[src/rtl/core/motor_speed_ramp_stall_controller_macros.svh]
// ----------------------------------------------------------------------------
// Assertion macros for the motor speed ramp and stall controller
// Concurrent check wrappers that vanish when the design is synthesised.
// ----------------------------------------------------------------------------
`ifndef MOTOR_SPEED_RAMP_STALL_CONTROLLER_MACROS_SVH
`define MOTOR_SPEED_RAMP_STALL_CONTROLLER_MACROS_SVH

`ifndef SYNTHESIS

// Same-cycle implication, checked at every rising edge outside reset.
`define MSSR_ASSERT_NOW(label, clk, rst, ante, cons, msg) \
   label: assert property (@(posedge clk) disable iff (rst) (ante) |-> (cons)) \
      else $error(msg);

// Next-cycle implication, checked at every rising edge outside reset.
`define MSSR_ASSERT_NEXT(label, clk, rst, ante, cons, msg) \
   label: assert property (@(posedge clk) disable iff (rst) (ante) |=> (cons)) \
      else $error(msg);

`else

`define MSSR_ASSERT_NOW(label, clk, rst, ante, cons, msg)
`define MSSR_ASSERT_NEXT(label, clk, rst, ante, cons, msg)

`endif

`endif

[src/rtl/core/mssr_pkg.sv]
// ----------------------------------------------------------------------------
// Motor speed ramp and stall controller package
// Shared widths, codes, configuration and result types.
// ----------------------------------------------------------------------------
`default_nettype none

package mssr_pkg;

   localparam int SPEED_W     = 16;
   localparam int RATE_W      = 14;
   localparam int CNT_W       = 16;
   localparam int CMD_W       = 2;
   localparam int STATE_W     = 2;
   // Ramp remainders always stay below the rate scale of one hundred.
   localparam int REM_W       = 7;
   localparam int ACC_W       = RATE_W + 1;
   localparam int STEP_W      = 8;
   localparam int SUM_W       = SPEED_W + 1;

   // Division by one hundred as a multiply by 5243 / 2^19, exact for ACC_W bits.
   localparam int RATE_SCALE  = 100;
   localparam int RECIP_MULT  = 5243;
   localparam int RECIP_SHIFT = 19;
   localparam int PROD_W      = 28;

   localparam int CSR_ADDR_W  = 3;
   localparam int CSR_DATA_W  = 16;
   localparam int REQ_DATA_W  = 40;
   localparam int RSP_DATA_W  = 24;

   localparam logic [CSR_ADDR_W-1:0] CSR_ACCEL_RATE   = 3'd0;
   localparam logic [CSR_ADDR_W-1:0] CSR_DECEL_RATE   = 3'd1;
   localparam logic [CSR_ADDR_W-1:0] CSR_STOP_SPEED   = 3'd2;
   localparam logic [CSR_ADDR_W-1:0] CSR_STALL_LIMIT  = 3'd3;
   localparam logic [CSR_ADDR_W-1:0] CSR_BOUNCE_LIMIT = 3'd4;
   localparam logic [CSR_ADDR_W-1:0] CSR_STALL_ENABLE = 3'd5;

   localparam logic [RATE_W-1:0] RST_ACCEL_RATE   = 14'd100;
   localparam logic [RATE_W-1:0] RST_DECEL_RATE   = 14'd100;
   localparam logic [SPEED_W-1:0] RST_STOP_SPEED  = 16'd100;
   localparam logic [CNT_W-1:0] RST_STALL_LIMIT   = 16'd1000;
   localparam logic [CNT_W-1:0] RST_BOUNCE_LIMIT  = 16'd100;
   localparam logic RST_STALL_ENABLE              = 1'b1;

   typedef enum logic [CMD_W-1:0] {
      CMD_IDLE    = 2'd0,
      CMD_STOP    = 2'd1,
      CMD_FORWARD = 2'd2,
      CMD_REVERSE = 2'd3
   } work_cmd_type;

   typedef enum logic [STATE_W-1:0] {
      ST_IDLE = 2'd0,
      ST_RUN  = 2'd1,
      ST_ERR  = 2'd2
   } run_state_type;

   typedef struct packed {
      logic [RATE_W-1:0]  accel_rate;
      logic [RATE_W-1:0]  decel_rate;
      logic [SPEED_W-1:0] stop_speed;
      logic [CNT_W-1:0]   stall_limit;
      logic [CNT_W-1:0]   bounce_limit;
      logic               stall_enable;
   } cfg_type;

   typedef struct packed {
      logic [SPEED_W-1:0] reference_speed;
      logic [STATE_W-1:0] motor_state;
      logic               drive_enable;
      logic               integrator_clear;
      logic               stall_fault;
   } rsp_item_type;

endpackage

`default_nettype wire

[src/rtl/core/mssr_csr.sv]
// ----------------------------------------------------------------------------
// Configuration register file
// Holds the ramp rates, thresholds and stall enable written over the CSR port.
// ----------------------------------------------------------------------------
`default_nettype none

module mssr_csr (
   input  wire logic                              clock,
   input  wire logic                              reset,
   input  wire logic                              csr_wr_en,
   input  wire logic [mssr_pkg::CSR_ADDR_W-1:0]   csr_index,
   input  wire logic [mssr_pkg::CSR_DATA_W-1:0]   csr_wdata,
   output mssr_pkg::cfg_type                      cfg
);
   import mssr_pkg::*;

   cfg_type cfg_ff;
   cfg_type cfg_in;

   always_comb begin
      cfg_in = cfg_ff;
      if (csr_wr_en) begin
         unique case (csr_index)
            CSR_ACCEL_RATE:   cfg_in.accel_rate   = csr_wdata[RATE_W-1:0];
            CSR_DECEL_RATE:   cfg_in.decel_rate   = csr_wdata[RATE_W-1:0];
            CSR_STOP_SPEED:   cfg_in.stop_speed   = csr_wdata[SPEED_W-1:0];
            CSR_STALL_LIMIT:  cfg_in.stall_limit  = csr_wdata[CNT_W-1:0];
            CSR_BOUNCE_LIMIT: cfg_in.bounce_limit = csr_wdata[CNT_W-1:0];
            CSR_STALL_ENABLE: cfg_in.stall_enable = csr_wdata[0];
            default:          cfg_in = cfg_ff;
         endcase
      end
   end

   always_ff @(posedge clock) begin
      if (reset) begin
         cfg_ff.accel_rate   <= RST_ACCEL_RATE;
         cfg_ff.decel_rate   <= RST_DECEL_RATE;
         cfg_ff.stop_speed   <= RST_STOP_SPEED;
         cfg_ff.stall_limit  <= RST_STALL_LIMIT;
         cfg_ff.bounce_limit <= RST_BOUNCE_LIMIT;
         cfg_ff.stall_enable <= RST_STALL_ENABLE;
      end else begin
         cfg_ff <= cfg_in;
      end
   end

   assign cfg = cfg_ff;

endmodule

`default_nettype wire

[src/rtl/core/mssr_ramp.sv]
// ----------------------------------------------------------------------------
// Ramp step
// One tick of the reference ramp with fractional carry in hundredths.
// ----------------------------------------------------------------------------
`default_nettype none

module mssr_ramp (
   input  wire logic [mssr_pkg::SPEED_W-1:0] ramp_ref,
   input  wire logic [mssr_pkg::SPEED_W-1:0] target,
   input  wire logic [mssr_pkg::REM_W-1:0]   accel_rem,
   input  wire logic [mssr_pkg::REM_W-1:0]   decel_rem,
   input  wire logic [mssr_pkg::RATE_W-1:0]  accel_rate,
   input  wire logic [mssr_pkg::RATE_W-1:0]  decel_rate,
   output logic [mssr_pkg::SPEED_W-1:0]      ramp_ref_next,
   output logic [mssr_pkg::REM_W-1:0]        accel_rem_next,
   output logic [mssr_pkg::REM_W-1:0]        decel_rem_next
);
   import mssr_pkg::*;

   logic               ramp_up;
   logic               ramp_down;
   logic [ACC_W-1:0]   acc;
   logic [PROD_W-1:0]  prod;
   logic [STEP_W-1:0]  step;
   logic [ACC_W-1:0]   rem_wide;
   logic [SUM_W-1:0]   sum;
   logic [SPEED_W-1:0] gap;

   // Only one direction is active per tick, so a single divide by one hundred
   // is shared between the acceleration and deceleration accumulators.
   always_comb begin
      ramp_up   = target > ramp_ref;
      ramp_down = target < ramp_ref;
      if (ramp_up) begin
         acc = ACC_W'(accel_rate) + ACC_W'(accel_rem);
      end else begin
         acc = ACC_W'(decel_rate) + ACC_W'(decel_rem);
      end
      prod     = PROD_W'(acc) * PROD_W'(RECIP_MULT);
      step     = prod[RECIP_SHIFT +: STEP_W];
      rem_wide = acc - ACC_W'(step) * ACC_W'(RATE_SCALE);
      sum      = SUM_W'(ramp_ref) + SUM_W'(step);
      gap      = ramp_ref - target;
   end

   always_comb begin
      ramp_ref_next  = ramp_ref;
      accel_rem_next = accel_rem;
      decel_rem_next = decel_rem;
      if (ramp_up) begin
         accel_rem_next = rem_wide[REM_W-1:0];
         ramp_ref_next  = (sum > SUM_W'(target)) ? target : sum[SPEED_W-1:0];
      end else if (ramp_down) begin
         if (decel_rate == '0) begin
            ramp_ref_next = target;
         end else begin
            decel_rem_next = rem_wide[REM_W-1:0];
            ramp_ref_next  = (gap <= SPEED_W'(step)) ? target
                                                     : ramp_ref - SPEED_W'(step);
         end
      end
   end

endmodule

`default_nettype wire

[src/rtl/core/mssr_ctrl.sv]
// ----------------------------------------------------------------------------
// Run state machine and stall supervisor
// Holds the ramp state and counters and forms the result of each tick.
// ----------------------------------------------------------------------------
`default_nettype none
`include "motor_speed_ramp_stall_controller_macros.svh"

module mssr_ctrl (
   input  wire logic                          clock,
   input  wire logic                          reset,
   input  wire logic                          advance,
   input  wire mssr_pkg::cfg_type             cfg,
   input  wire logic [mssr_pkg::CMD_W-1:0]    work_command,
   input  wire logic [mssr_pkg::SPEED_W-1:0]  speed_setpoint,
   input  wire logic [mssr_pkg::SPEED_W-1:0]  measured_speed,
   output mssr_pkg::rsp_item_type             result
);
   import mssr_pkg::*;

   run_state_type      state_ff,   state_in;
   logic [SPEED_W-1:0] ref_ff,     ref_in;
   logic [REM_W-1:0]   arem_ff,    arem_in;
   logic [REM_W-1:0]   drem_ff,    drem_in;
   logic [CNT_W-1:0]   stall_ff,   stall_in;
   logic [CNT_W-1:0]   bounce_ff,  bounce_in;

   work_cmd_type       cmd;
   logic               moving;
   logic               stop_done;
   logic               low_meas;
   logic               stall_trip;
   logic               int_clr;
   logic               fault;
   logic [SPEED_W-1:0] target;
   logic [SPEED_W-1:0] ramp_ref_next;
   logic [REM_W-1:0]   arem_next;
   logic [REM_W-1:0]   drem_next;

   assign cmd        = work_cmd_type'(work_command);
   assign moving     = (cmd == CMD_FORWARD) || (cmd == CMD_REVERSE);
   assign stop_done  = !moving && (ref_ff <= cfg.stop_speed);
   assign low_meas   = measured_speed < cfg.stop_speed;
   assign stall_trip = cfg.stall_enable && low_meas && (stall_ff >= cfg.stall_limit);
   assign target     = moving ? speed_setpoint : '0;

   mssr_ramp u_ramp (
      .ramp_ref       (ref_ff),
      .target         (target),
      .accel_rem      (arem_ff),
      .decel_rem      (drem_ff),
      .accel_rate     (cfg.accel_rate),
      .decel_rate     (cfg.decel_rate),
      .ramp_ref_next  (ramp_ref_next),
      .accel_rem_next (arem_next),
      .decel_rem_next (drem_next)
   );

   // Next state.
   always_comb begin
      unique case (state_ff)
         ST_IDLE: state_in = moving ? ST_RUN : ST_IDLE;
         ST_RUN: begin
            if (stop_done) begin
               state_in = ST_IDLE;
            end else if (stall_trip) begin
               state_in = ST_ERR;
            end else begin
               state_in = ST_RUN;
            end
         end
         default: state_in = state_ff;
      endcase
   end

   // Outputs and datapath.
   always_comb begin
      int_clr   = 1'b0;
      fault     = 1'b0;
      ref_in    = ref_ff;
      arem_in   = arem_ff;
      drem_in   = drem_ff;
      stall_in  = stall_ff;
      bounce_in = bounce_ff;
      unique case (state_ff)
         ST_IDLE: int_clr = moving;
         ST_RUN: begin
            if (stop_done) begin
               int_clr  = 1'b1;
               ref_in   = '0;
               arem_in  = '0;
               drem_in  = '0;
               stall_in = '0;
            end else begin
               ref_in  = ramp_ref_next;
               arem_in = arem_next;
               drem_in = drem_next;
               if (cfg.stall_enable) begin
                  if (low_meas) begin
                     bounce_in = '0;
                     if (stall_trip) begin
                        stall_in = '0;
                        fault    = 1'b1;
                     end else begin
                        stall_in = stall_ff + 1'b1;
                     end
                  end else if (bounce_ff < cfg.bounce_limit) begin
                     bounce_in = bounce_ff + 1'b1;
                  end else begin
                     bounce_in = '0;
                     stall_in  = '0;
                  end
               end
            end
         end
         default: ;
      endcase
   end

   always_ff @(posedge clock) begin
      if (reset) begin
         state_ff  <= ST_IDLE;
         ref_ff    <= '0;
         arem_ff   <= '0;
         drem_ff   <= '0;
         stall_ff  <= '0;
         bounce_ff <= '0;
      end else if (advance) begin
         state_ff  <= state_in;
         ref_ff    <= ref_in;
         arem_ff   <= arem_in;
         drem_ff   <= drem_in;
         stall_ff  <= stall_in;
         bounce_ff <= bounce_in;
      end
   end

   assign result.reference_speed  = ref_in;
   assign result.motor_state      = state_in;
   assign result.drive_enable     = (state_in == ST_RUN);
   assign result.integrator_clear = int_clr;
   assign result.stall_fault      = fault;

   `MSSR_ASSERT_NEXT(a_err_sticky, clock, reset, state_ff == ST_ERR,
                     state_ff == ST_ERR, "stall error state was left without reset")
   `MSSR_ASSERT_NEXT(a_fault_enters_err, clock, reset, advance && fault,
                     state_ff == ST_ERR && stall_ff == '0,
                     "stall fault did not enter the error state")
   `MSSR_ASSERT_NEXT(a_stop_clears_ramp, clock, reset,
                     advance && state_ff == ST_RUN && stop_done,
                     ref_ff == '0 && arem_ff == '0 && drem_ff == '0,
                     "completed stop left ramp state behind")
   `MSSR_ASSERT_NEXT(a_no_overshoot, clock, reset,
                     advance && state_ff == ST_RUN && !stop_done && ref_ff <= target,
                     ref_ff <= $past(target), "ramp passed its target on the way up")
   `MSSR_ASSERT_NOW(a_rem_bound, clock, reset, 1'b1,
                    arem_ff < REM_W'(RATE_SCALE) && drem_ff < REM_W'(RATE_SCALE),
                    "ramp remainder reached a whole step")

endmodule

`default_nettype wire

[src/rtl/core/motor_speed_ramp_stall_controller.sv]
// ----------------------------------------------------------------------------
// Motor speed ramp and stall controller
// Ramped speed reference with run state machine and stall supervision.
// ----------------------------------------------------------------------------
// Each request transfer is one control tick carrying the commanded work state,
// the speed setpoint and the measured speed, and each tick yields exactly one
// response transfer. The block takes one tick per clock cycle while results are
// taken: a tick is captured in an input register, the ramp step, the state
// machine and the stall counters are evaluated when the output register is free
// and the result lands in that output register. Throughput is set by the ramp
// step, whose divide by one hundred is a single constant multiply, so a new
// tick may follow in every cycle as long as results are taken; while a result
// waits in the output register, one further tick is held in the input
// register and the request side then stalls. Configuration registers may be
// written at any time the block holds no tick in flight; there is no clearing
// pass after reset. The stall error state is left only through reset.
// ----------------------------------------------------------------------------
`default_nettype none

module motor_speed_ramp_stall_controller (
   input  wire logic                              clock,
   input  wire logic                              reset,
   // Request stream. tdata, lowest bit up: work_command[1:0],
   // speed_setpoint[17:2], measured_speed[33:18], zero fill[39:34].
   input  wire logic                              req_tvalid,
   output logic                                   req_tready,
   input  wire logic [mssr_pkg::REQ_DATA_W-1:0]   req_tdata,
   // Response stream. tdata, lowest bit up: reference_speed[15:0],
   // motor_state[17:16], drive_enable[18], integrator_clear[19],
   // stall_fault[20], zero fill[23:21].
   output logic                                   rsp_tvalid,
   input  wire logic                              rsp_tready,
   output logic [mssr_pkg::RSP_DATA_W-1:0]        rsp_tdata,
   // Configuration write port.
   input  wire logic                              csr_wr_en,
   input  wire logic [mssr_pkg::CSR_ADDR_W-1:0]   csr_index,
   input  wire logic [mssr_pkg::CSR_DATA_W-1:0]   csr_wdata
);
   import mssr_pkg::*;

   localparam int RSP_USED_W = $bits(rsp_item_type);

   cfg_type            cfg;
   rsp_item_type       result;

   // Input stage: one tick waiting to be evaluated.
   logic               in_valid_ff, in_valid_in;
   logic [CMD_W-1:0]   cmd_ff;
   logic [SPEED_W-1:0] setpoint_ff;
   logic [SPEED_W-1:0] measured_ff;

   // Output stage: one finished result waiting for its transfer.
   logic               out_valid_ff, out_valid_in;
   rsp_item_type       rsp_ff;

   logic               req_fire;
   logic               out_free;
   logic               advance;

   // The tick in the input stage is evaluated, and the state moves on, in the
   // cycle it is copied into the output stage.
   assign out_free   = !out_valid_ff || rsp_tready;
   assign advance    = in_valid_ff && out_free;
   assign req_tready = !in_valid_ff || advance;
   assign req_fire   = req_tvalid && req_tready;

   always_comb begin
      in_valid_in = in_valid_ff;
      if (req_fire) begin
         in_valid_in = 1'b1;
      end else if (advance) begin
         in_valid_in = 1'b0;
      end
      out_valid_in = out_valid_ff;
      if (advance) begin
         out_valid_in = 1'b1;
      end else if (rsp_tready) begin
         out_valid_in = 1'b0;
      end
   end

   always_ff @(posedge clock) begin
      if (reset) begin
         in_valid_ff  <= 1'b0;
         out_valid_ff <= 1'b0;
      end else begin
         in_valid_ff  <= in_valid_in;
         out_valid_ff <= out_valid_in;
      end
   end

   always_ff @(posedge clock) begin
      if (req_fire) begin
         cmd_ff      <= req_tdata[CMD_W-1:0];
         setpoint_ff <= req_tdata[CMD_W +: SPEED_W];
         measured_ff <= req_tdata[CMD_W+SPEED_W +: SPEED_W];
      end
      if (advance) begin
         rsp_ff <= result;
      end
   end

   mssr_csr u_csr (
      .clock     (clock),
      .reset     (reset),
      .csr_wr_en (csr_wr_en),
      .csr_index (csr_index),
      .csr_wdata (csr_wdata),
      .cfg       (cfg)
   );

   mssr_ctrl u_ctrl (
      .clock          (clock),
      .reset          (reset),
      .advance        (advance),
      .cfg            (cfg),
      .work_command   (cmd_ff),
      .speed_setpoint (setpoint_ff),
      .measured_speed (measured_ff),
      .result         (result)
   );

   assign rsp_tvalid = out_valid_ff;
   assign rsp_tdata  = {{(RSP_DATA_W-RSP_USED_W){1'b0}},
                        rsp_ff.stall_fault,
                        rsp_ff.integrator_clear,
                        rsp_ff.drive_enable,
                        rsp_ff.motor_state,
                        rsp_ff.reference_speed};

endmodule

`default_nettype wire

[config.mk]
export PLATFORM = sky130hd
export DESIGN_NAME = motor_speed_ramp_stall_controller
export DESIGN_NICKNAME = d
export VERILOG_FILES = /design/src/rtl/core/mssr_pkg.sv /design/src/rtl/core/mssr_csr.sv /design/src/rtl/core/mssr_ramp.sv /design/src/rtl/core/mssr_ctrl.sv /design/src/rtl/core/motor_speed_ramp_stall_controller.sv
export VERILOG_INCLUDE_DIRS = /design/src /design/src/rtl/core
export SDC_FILE = /design/constraint.sdc
export NUM_CORES = 1
export LEC_CHECK = 0
export ABC_AREA = 1
export BUFFER_PORTS_ARGS = -buffer_cell sky130_fd_sc_hd__buf_2
export CORE_MARGIN = 2
export CORE_UTILIZATION = 65
export CTS_CLUSTER_DIAMETER = 100
export DETAILED_ROUTE_END_ITERATION = 10
export PLACE_DENSITY = 0.84
export SYNTH_ARGS = -nofsm -noshare
export SYNTH_HDL_FRONTEND = slang
export SYNTH_SLANG_ARGS = --single-unit
[constraint.sdc]
create_clock -name clock -period 18.97 [get_ports clock]
set_input_delay 0.9485 -clock clock [delete_from_list [all_inputs] [get_ports clock]]
set_output_delay 0.9485 -clock clock [all_outputs]
set_load 0.05 [all_outputs]
==> results.md, run 1 <==
* Outcome: finished clean
* Synthesized area per cell at 7.42 um2
* Largest stage delay, worst path at 910 ps
* CTS Buf Count at 17
* Initial drt markers at 1569
* Clk sinks at 197
* Setup TNS at 0 ps
* DRT Wirelength at 46800 um
* Placed instance area at 18300 um2
* Crit. End Element: register
* Worst path slowest cell: edfxtp_1
* Die ar. at 28600 um2
* Slew HR at 29.7%
* Routed vias at 16.2k
* Sw frac at 50.0%
* CTS tree: yes
* Post-CTS sizing at 0
* Wl on met1 at 19700 um
* Clock share of power at 16.2%
* Commonest cells in the netlist: 444 x nand2_1, 412 x inv_1, 234 x ha_1, 219 x a21oi_1, 176 x nor2_1
* Most common cell on crit path: nand2_1
* Number of synthesized flops with an enable pin at 54
* Post-cts hold buffer count at 0
* Antenna violations before repair at 0
* Die Y at 169 um
* CP max FO at 29
* Top-count cell post-synth: nand2_1
* Post-synthesis sequential area ratio at 25.3%
* Row Count at 60
* Remaining global-route overflow at 0
* DRC viols at 0
* Top metal layer carrying routed signals: met4
* CP required at 19100 ps
* Fmax at 0.0792 GHz
* # H-tree levels at 4
* Dpl ws at 6740 ps
* RSZ-0062 raised after global routing: false
* Async S/R FF share, synth at 0%
* Share of post-route cells with drive strength above 1 at 7.92%
* Reg2Reg Setup Slack at 6350 ps
* Met3 routed WL at 3710 um
* Worst min path class: register to register
* Largest net degree at the start of global routing at 92
* Pre-Repair DR Iteration Count at 6
* Clock period minus worst slack at 12620 ps
* Fillers at 2178
* Power Dens Cells at 128 nW/um2
* DP HPWL at 36300 um
* Drt via density at 5.81
* Crit Path Class: register to register
* Synth Instances at 2390
* Mapped cell area at 17700 um2
* Slew @ Worst Pin at 1050 ps
* Clk root buf: clkbuf_16
* Post-route insts no fill at 2792
* Final setup fails at 0
* Crit share post-route at 66.5%
* Initial cell density of the core at 66.0%
* Placed cell count at 2760
* Synth area leader: ha_1
* Synth Register Bits at 197
* Startpoint types: register
* Pleak at 9.65 nW
* Setup Fix Bufs, Post-CTS at 0
* GRT Util Overall at 32.9%
* WP data arrival at 12760 ps
* Ports at 90
* Synth cell types at 59
* IO Port Bufs at 79
* Setup slack after layout at 6350 ps
* Net Sw Power at 1.21 mW
* RePlAce Congestion at 0.964
* Sequential Power Share at 19.0%
* Final hold vios at 0
* Maximum VDD drop at 0.139 mV
* Non-Filler Cell Area, Final at 18900 um2
* Area Growth Syn to Fin at 6.68%
* Clock slew at reported path FFs at 90 ps
* Synth top area cells: ha_1 17%, dfxtp_1 16%, nand2_1 9.4%, edfxtp_1 9.1%, inv_1 8.7%
* Max Root-Sink Buffers at 2
* Routed WL per cell at 16.8 um
* Clk Latency, worst-skew pair at 460 ps
* Clock skew at 18.3 ps
* N_diodes at 0
* First-pass GRT wire length at 75000 um
* Core Area at 26900 um2
* Yosys Warn Count at 0
* Final Power at 2.43 mW
* Max Cap Viol at 0
* Antenna violation net count after detailed routing at 0
* Routed met2 length at 21800 um
* Combinational Power Share at 64.8%
* Max Transition Viols Final at 0
* Final #Nets at 2800
* Yosys top cell area share at 16.5%
* Die W at 169 um
* Vias in the first global route at 15.5k
* Main flop type after synthesis: dfxtp_1
* Internal Power at 1.21 mW
==> sequential cells by signal, summed over array words and instances (netlist names) <==
register / count
measured_ff: 16
u_ctrl.ref_ff: 16
u_ctrl.arem_ff: 7
rsp_tvalid: 1
u_ctrl.drem_ff: 7
u_ctrl.state_ff: 2
in_valid_ff: 1
rsp_tdata: 21
u_ctrl.bounce_ff: 16
cmd_ff: 1
u_ctrl.stall_ff: 16
u_csr.cfg: 77
setpoint_ff: 16
==> kinds of logic after synthesis <==
logic type,count (synthesis),synth area share (%)
compound gates,438,13.8
other cells,1,0.0211
xor+xnor,78,3.85
fa+ha+maj,298,23.7
flops,197,25.3
simple gates,896,22.6
buf+inv,482,10.8
==> per-stage QoR <==
stage	hold WS, ps	util [%]
final	453	70.4
after global routing	486	70.4
after CTS	457	70.4
after detailed placement	443	68.0
after global placement	436	68.0
after floorplan	424	-
==> worst paths after layout <==
check	from	endpoint	cells past startpoint
worst max register to register	cmd_ff[1]	rsp_tdata[2]	48
worst min-delay path	u_csr.cfg[1]	u_csr.cfg[1]	2
worst max-delay path	cmd_ff[1]	rsp_tdata[2]	48
worst min register to register	u_csr.cfg[1]	u_csr.cfg[1]	2
==> per-layer routing <==
metal	up-vias	global-route usage, %
met5	-	0
met4	0	12.4
met3	136	5.74
met2	635	55.3
met1	7546	42.6
li1	7894	-
==> power groups by stage <==
stage | clock [mW] | combinational, mW | sequential [mW]
after detailed placement | 0 | 1.54 | 0.470
after CTS | 0.394 | 1.55 | 0.461
after global placement | 0 | 1.48 | 0.469
after floorplan | 0 | 1.19 | 0.476
after global routing | 0.410 | 1.79 | 0.462
final | 0.393 | 1.57 | 0.461
==> final cells by class <==
class / count / area (um2) / share of cell area [%]
inverter: 427 / 1610 / 8.48
clock inverter: 14 / 185 / 0.979
clock buffer: 18 / 450 / 2.38
timing repair buffer: 82 / 418 / 2.21
tap: 341 / 427 / 2.25
multi-input combinational: 1713 / 11400 / 60.0
sequential: 197 / 4480 / 23.7
==> worst max-delay path: cells and delay by family (launching register included) <==
kind	cells	cell delay, ps
AO/OA/AOI/OAI	10	2080
flip-flops	1	910
AND/OR/NAND/NOR	21	3900
XOR/XNOR	2	590
buffers and inverters	6	890
adder cells (fa/ha/maj)	9	3860
==> placed cells by master, fill, tap and decap left out, drive strengths merged, types with 2 or more instances in the layout <==
cell      n
a21oi   223
conb      3
nor2    185
o21bai    6
dfxtp   143
a22oi     4
a21boi    2
fa       64
nand4    27
a21o      6
nor4      5
ha      234
and2     16
nand3   148
xor2     61
nor3b     3
nand2   471
a31oi    14
clkinv    4
edfxtp   54
clkbuf   18
o21ai   149
xnor2    17
o211ai   24
inv     437
buf      82
nand3b   13
nor3     26
a32o      2
a211oi    3
No activity file was read; power rests on OpenSTA's default activity.
==> run 2: changes to the inputs <==
CORE_UTILIZATION = 64   (was 65)
PLACE_DENSITY = 0.83   (was 0.84)
clock period = 12.3 ns   (was 18.97 ns; I/O delays follow)
==> run 2 against run 1 <==
Via count grew 0.91%. Combinational power grew 57%. Fmax grew 12%. Core utilization shrank 0.37 points. Clock-buffer cell count shrank 1. Critical path depth grew 1. Total power grew 54%. Die area grew 1.5%. Critical path type unchanged. Critical endpoint unchanged. Largest power group unchanged.
==> results.md, run 2 (synthesis results as in run 1) <==
* Internal Power at 1.86 mW
* Drt via density at 5.78
* Setup TNS at 0 ps
* Crit share post-route at 91.8%
* Initial cell density of the core at 65.4%
* Crit Path Class: register to register
* Clock slew at reported path FFs at 80 ps
* First-pass GRT wire length at 75500 um
* Share of post-route cells with drive strength above 1 at 8.21%
* Maximum VDD drop at 0.157 mV
* GRT Util Overall at 32.9%
* RR Endpoint: rsp_tdata[2]
* Hold EP: setpoint_ff[0]
* Pleak at 9.67 nW
* Max Cap Viol at 0
* Initial drt markers at 1596
* Vias in the first global route at 15.7k
* Reg2Reg Depth at 49
* Ports at 90
* Final Power at 3.74 mW
* DRT Wirelength at 46900 um
* Max Transition Viols Final at 0
* Final #Nets at 2808
* Clock period minus worst slack at 11300 ps
* Largest delay contributor family on the critical path: simple AND/OR/NAND/NOR gates
* Clk Latency, worst-skew pair at 450 ps
* Routed vias at 16.4k
* RSZ-0062 raised after global routing: false
* Worst min path class: primary input to register
* Seq. cell area at 4480 um2
* Sequential Power Share at 19.0%
* Die ar. at 29100 um2
* Worst path buffer plus inverter count at 7
* CP max FO at 27
* Net Sw Power at 1.88 mW
* Most common cell after layout, fill and taps aside: nand2_1
* Core Area at 27100 um2
* Placed instance area at 18400 um2
* WP data arrival at 11440 ps
* Antenna violations before repair at 0
* Slew HR at 32.6%
* Crit. End Element: register
* Most common cell on crit path: nand2_1
* Slew @ Worst Pin at 1010 ps
* Finished Core Util at 70.0%
* Clk sinks at 197
* Final setup fails at 0
* DRC viols at 0
* Commonest non-fill, non-tap cells in the layout: 444 x nand2_1, 411 x inv_1, 234 x ha_1
* N_diodes at 0
* Min-delay src: req_tdata[2]
* Fillers at 2216
* Die Y at 170 um
* Final hold vios at 0
* IO Port Bufs at 79
* Clk root buf: clkbuf_16
* Max Root-Sink Buffers at 2
* Row Count at 60
* Remaining global-route overflow at 0
* Routed WL per cell at 16.6 um
* Combinational Power Share at 65.8%
* # H-tree levels at 4
* Clock skew at 13.9 ps
* Antenna violation net count after detailed routing at 0
* CP required at 12450 ps
* CTS Buf Count at 17
* Max reg flops at 77
* RR Startpoint: cmd_ff[1]
* Pre-Repair DR Iteration Count at 7
* Power Dens Cells at 197 nW/um2
* Non-Filler Cell Area, Final at 19000 um2
* Reg2Reg Setup Slack at 1000 ps
* WHS Path Cells at 1
* Largest net degree at the start of global routing at 93
* Multi-input logic area at 11400 um2
* Largest stage delay, worst path at 550 ps
* RePlAce Congestion at 0.961
* Clock share of power at 15.2%
* Fmax at 0.0885 GHz
* Outcome: finished clean
* Startpoint types: register
* Die W at 170 um
* DP HPWL at 36200 um
* Area Growth Syn to Fin at 7.01%
* Worst path slowest cell: fa_1
* Sw frac at 50.4%
* CTS tree: yes
## run 2: changes by cell type in the layout (fill, tap and decap cells not counted), sizes merged
cell,previous run,this run
buf,82,90
clkbuf,18,17
clkinv,4,7
inv,437,435
## run 2: layout make-up
class / count / share of cell area, %
multi-input combinational: 1713 / 59.8
sequential: 197 / 23.6
inverter: 427 / 8.46
timing repair buffer: 90 / 2.58
tap: 372 / 2.45
clock buffer: 17 / 2.24
clock inverter: 15 / 0.824
## run 2: metal layers
layer	track usage (%)	vias up	part of all wire, %
met3	5.53	127	8.8
li1	-	7900	-
met2	54.3	756	46
met1	42.7	7576	41
met4	13.9	0	4.2
met5	0	-	0
## run 2: timing repair
| action | 4_1_cts | 5_1_grt |
|---|---|---|
| buffers inserted | 0 | 2 |
| hold buffers | 0 | 0 |
| resized for setup | 0 | 0 |
| setup endpoints to repair | 0 | 3 |
## run 2: worst max-delay path by stage
stage	start	endpoint	cells past startpoint
floorplan	cmd_ff[1]	rsp_tdata[12]	53
global placement	cmd_ff[1]	rsp_tdata[2]	48
detailed placement	cmd_ff[1]	rsp_tdata[2]	48
CTS	cmd_ff[1]	rsp_tdata[2]	48
global route	cmd_ff[1]	rsp_tdata[2]	52
finish	cmd_ff[1]	rsp_tdata[2]	49
## run 2: metrics by stage
stage,setup slack (ps),hold slack [ps],cells
6_report,1000,332,2831
5_1_grt,433,321,2831
4_1_cts,766,330,2829
3_5_place_dp,810,447,2797
3_3_place_gp,1090,437,2797
2_1_floorplan,2930,424,2392
## run 2: power by group through the flow
stage | logic (mW) | registers [mW] | clock network (mW)
6_report | 2.46 | 0.710 | 0.567
5_1_grt | 2.80 | 0.712 | 0.594
4_1_cts | 2.42 | 0.710 | 0.567
3_5_place_dp | 2.40 | 0.725 | 0
3_3_place_gp | 2.29 | 0.724 | 0
2_1_floorplan | 1.83 | 0.733 | 0
==> run 3: changes to the inputs <==
GPL_ROUTABILITY_DRIVEN = 0   (was not set)
clock period = 12.1 ns   (was 12.3 ns; I/O delays follow)
==> run 3 against run 2 <==
Total power grew 1.3%. Setup slack lost 180 ps. Core utilization is essentially flat. First-iteration DRC count shrank 4.1%. Combinational power grew 2%. Non-clock buffer count grew 2. Via count shrank 0.28%. Fmax grew 0.21%. Critical path type unchanged. Largest cell class unchanged. Largest power group unchanged.
==> results.md, run 3 (synthesis results as in run 1) <==
* Max Cap Viol at 0
* Fmax at 0.0887 GHz
* Met1 Use GR at 42.8%
* # H-tree levels at 4
* Pre-Repair DR Iteration Count at 9
* Drt via density at 5.76
* Setup TNS at 0 ps
* Reg2Reg Setup Slack at 830 ps
* WHS at 326 ps
* Vias in the first global route at 15.8k
* Initial drt markers at 1530
* Most common cell after layout, fill and taps aside: nand2_1
* Initial cell density of the core at 65.4%
* Die ar. at 29100 um2
* Largest stage delay, worst path at 550 ps
* Clk Latency, worst-skew pair at 450 ps
* Clk sinks at 197
* RSZ-0062 raised after global routing: false
* CP max FO at 27
* Max reg flops at 77
* Share of post-route cells with drive strength above 1 at 8.25%
* Outcome: finished clean
* IO Port Bufs at 79
* Finished Core Util at 70.1%
* DRC viols at 0
* Core Area at 27100 um2
* Grt met2 use at 54.6%
* Clock slew at reported path FFs at 80 ps
* GRT Util Overall at 32.8%
* CTS tree: yes
* Clock skew at 15.9 ps
* Crit Path Class: register to register
* Ports at 90
* DRT Wirelength at 46800 um
* Maximum VDD drop at 0.151 mV
* Crit. End Element: register
* Max Root-Sink Buffers at 2
* Die W at 170 um
* Clock period minus worst slack at 11270 ps
* N_diodes at 0
* Fillers at 2145
* First-pass GRT wire length at 75900 um
* Most utilized layer in the global route result: met2
* Area Growth Syn to Fin at 7.07%
* Slew HR at 28.7%
* Max Transition Viols Final at 0
* Power Dens Cells at 199 nW/um2
* Final setup fails at 0
* Remaining global-route overflow at 0
* GR Layer Usage met3 at 4.98%
* Slew @ Worst Pin at 1060 ps
* Final hold vios at 0
* Antenna violations before repair at 0
* Worst path slowest cell: fa_1
* Startpoint types: register
* WP data arrival at 11420 ps
* Routed WL per cell at 16.5 um
* Row Count at 60
* DP HPWL at 36300 um
* Commonest non-fill, non-tap cells in the layout: 444 x nand2_1, 411 x inv_1, 234 x ha_1
* Antenna violation net count after detailed routing at 0
* Post-cts hold buffer count at 0
* Worst min path class: primary input to register
* Crit share post-route at 93.2%
* Pleak at 9.68 nW
* CP required at 12240 ps
* Clk root buf: clkbuf_16
* CTS Buf Count at 17
* Most common cell on crit path: nand2_1
* Die Y at 170 um
* Largest net degree at the start of global routing at 92
* Final #Nets at 2810
* Routed vias at 16.3k
run 3: cell types whose count changed in the layout (fill, tap and decap cells not counted), moves of 2 or more:
cell	previous run	this run
inv_8	5	2
inv_4	2	4
clkinv_8	2	0
clkbuf_8	0	4
run 3: final timing paths:
path	cells past startpoint	endpoint	from
max reg2reg	54	rsp_tdata[2]	cmd_ff[1]
max	54	rsp_tdata[2]	cmd_ff[1]
min	1	setpoint_ff[3]	req_tdata[5]
min reg2reg	2	u_csr.cfg[5]	u_csr.cfg[5]
run 3: routing by layer:
layer / vias up / wire length [um]
met5: - / 0
met4: 0 / 1660
met3: 122 / 3960
met2: 723 / 21800
met1: 7558 / 19400
li1: 7910 / -
run 3: area by class of cell:
class	instances	area, um2	share of cell area, %
Timing Repair Buffer	92	518	2.73
Sequential cell	197	4480	23.6
Clock buffer	22	484	2.55
Tap cell	372	465	2.45
Clock inverter	10	81.3	0.428
Multi-Input combinational cell	1713	11400	59.8
Inverter	427	1610	8.45
run 3: worst max-delay path: cells and delay by family (launching register included):
kind | cells | cell delay [ps]
DFF | 1 | 410
buffers and inverters | 10 | 1240
and+or+nand+nor | 22 | 3090
xor gates and xnor gates | 2 | 500
adders and majority gates | 10 | 3700
AOI/OAI and AO/OA | 10 | 1980
run 3: metrics by stage:
stage               total power, mW  setup WS (ps)  instances  cell area (um2)
floorplan                      2.61           2730       2392            17700
global placement               3.07            970       2799            18400
detailed placement             3.18            692       2799            18400
CTS                            3.75            641       2831            18900
global route                   4.18           40.2       2833            19000
finish                         3.79            828       2833            19000
run 3: where the power goes:
| group | leakage, nW | switching (mW) | internal [mW] |
|---|---|---|---|
| Sequential | 1.68 | 0.0169 | 0.705 |
| Combinational | 7.71 | 1.59 | 0.910 |
| Clock | 0.287 | 0.274 | 0.291 |
| Total | 9.68 | 1.88 | 1.91 |
run 3: what timing repair did:
| action | in CTS | in global routing |
|---|---|---|
| gates resized for setup | 0 | 0 |
| setup buffers | 0 | 2 |
| endpoints found under the setup margin | 0 | 28 |
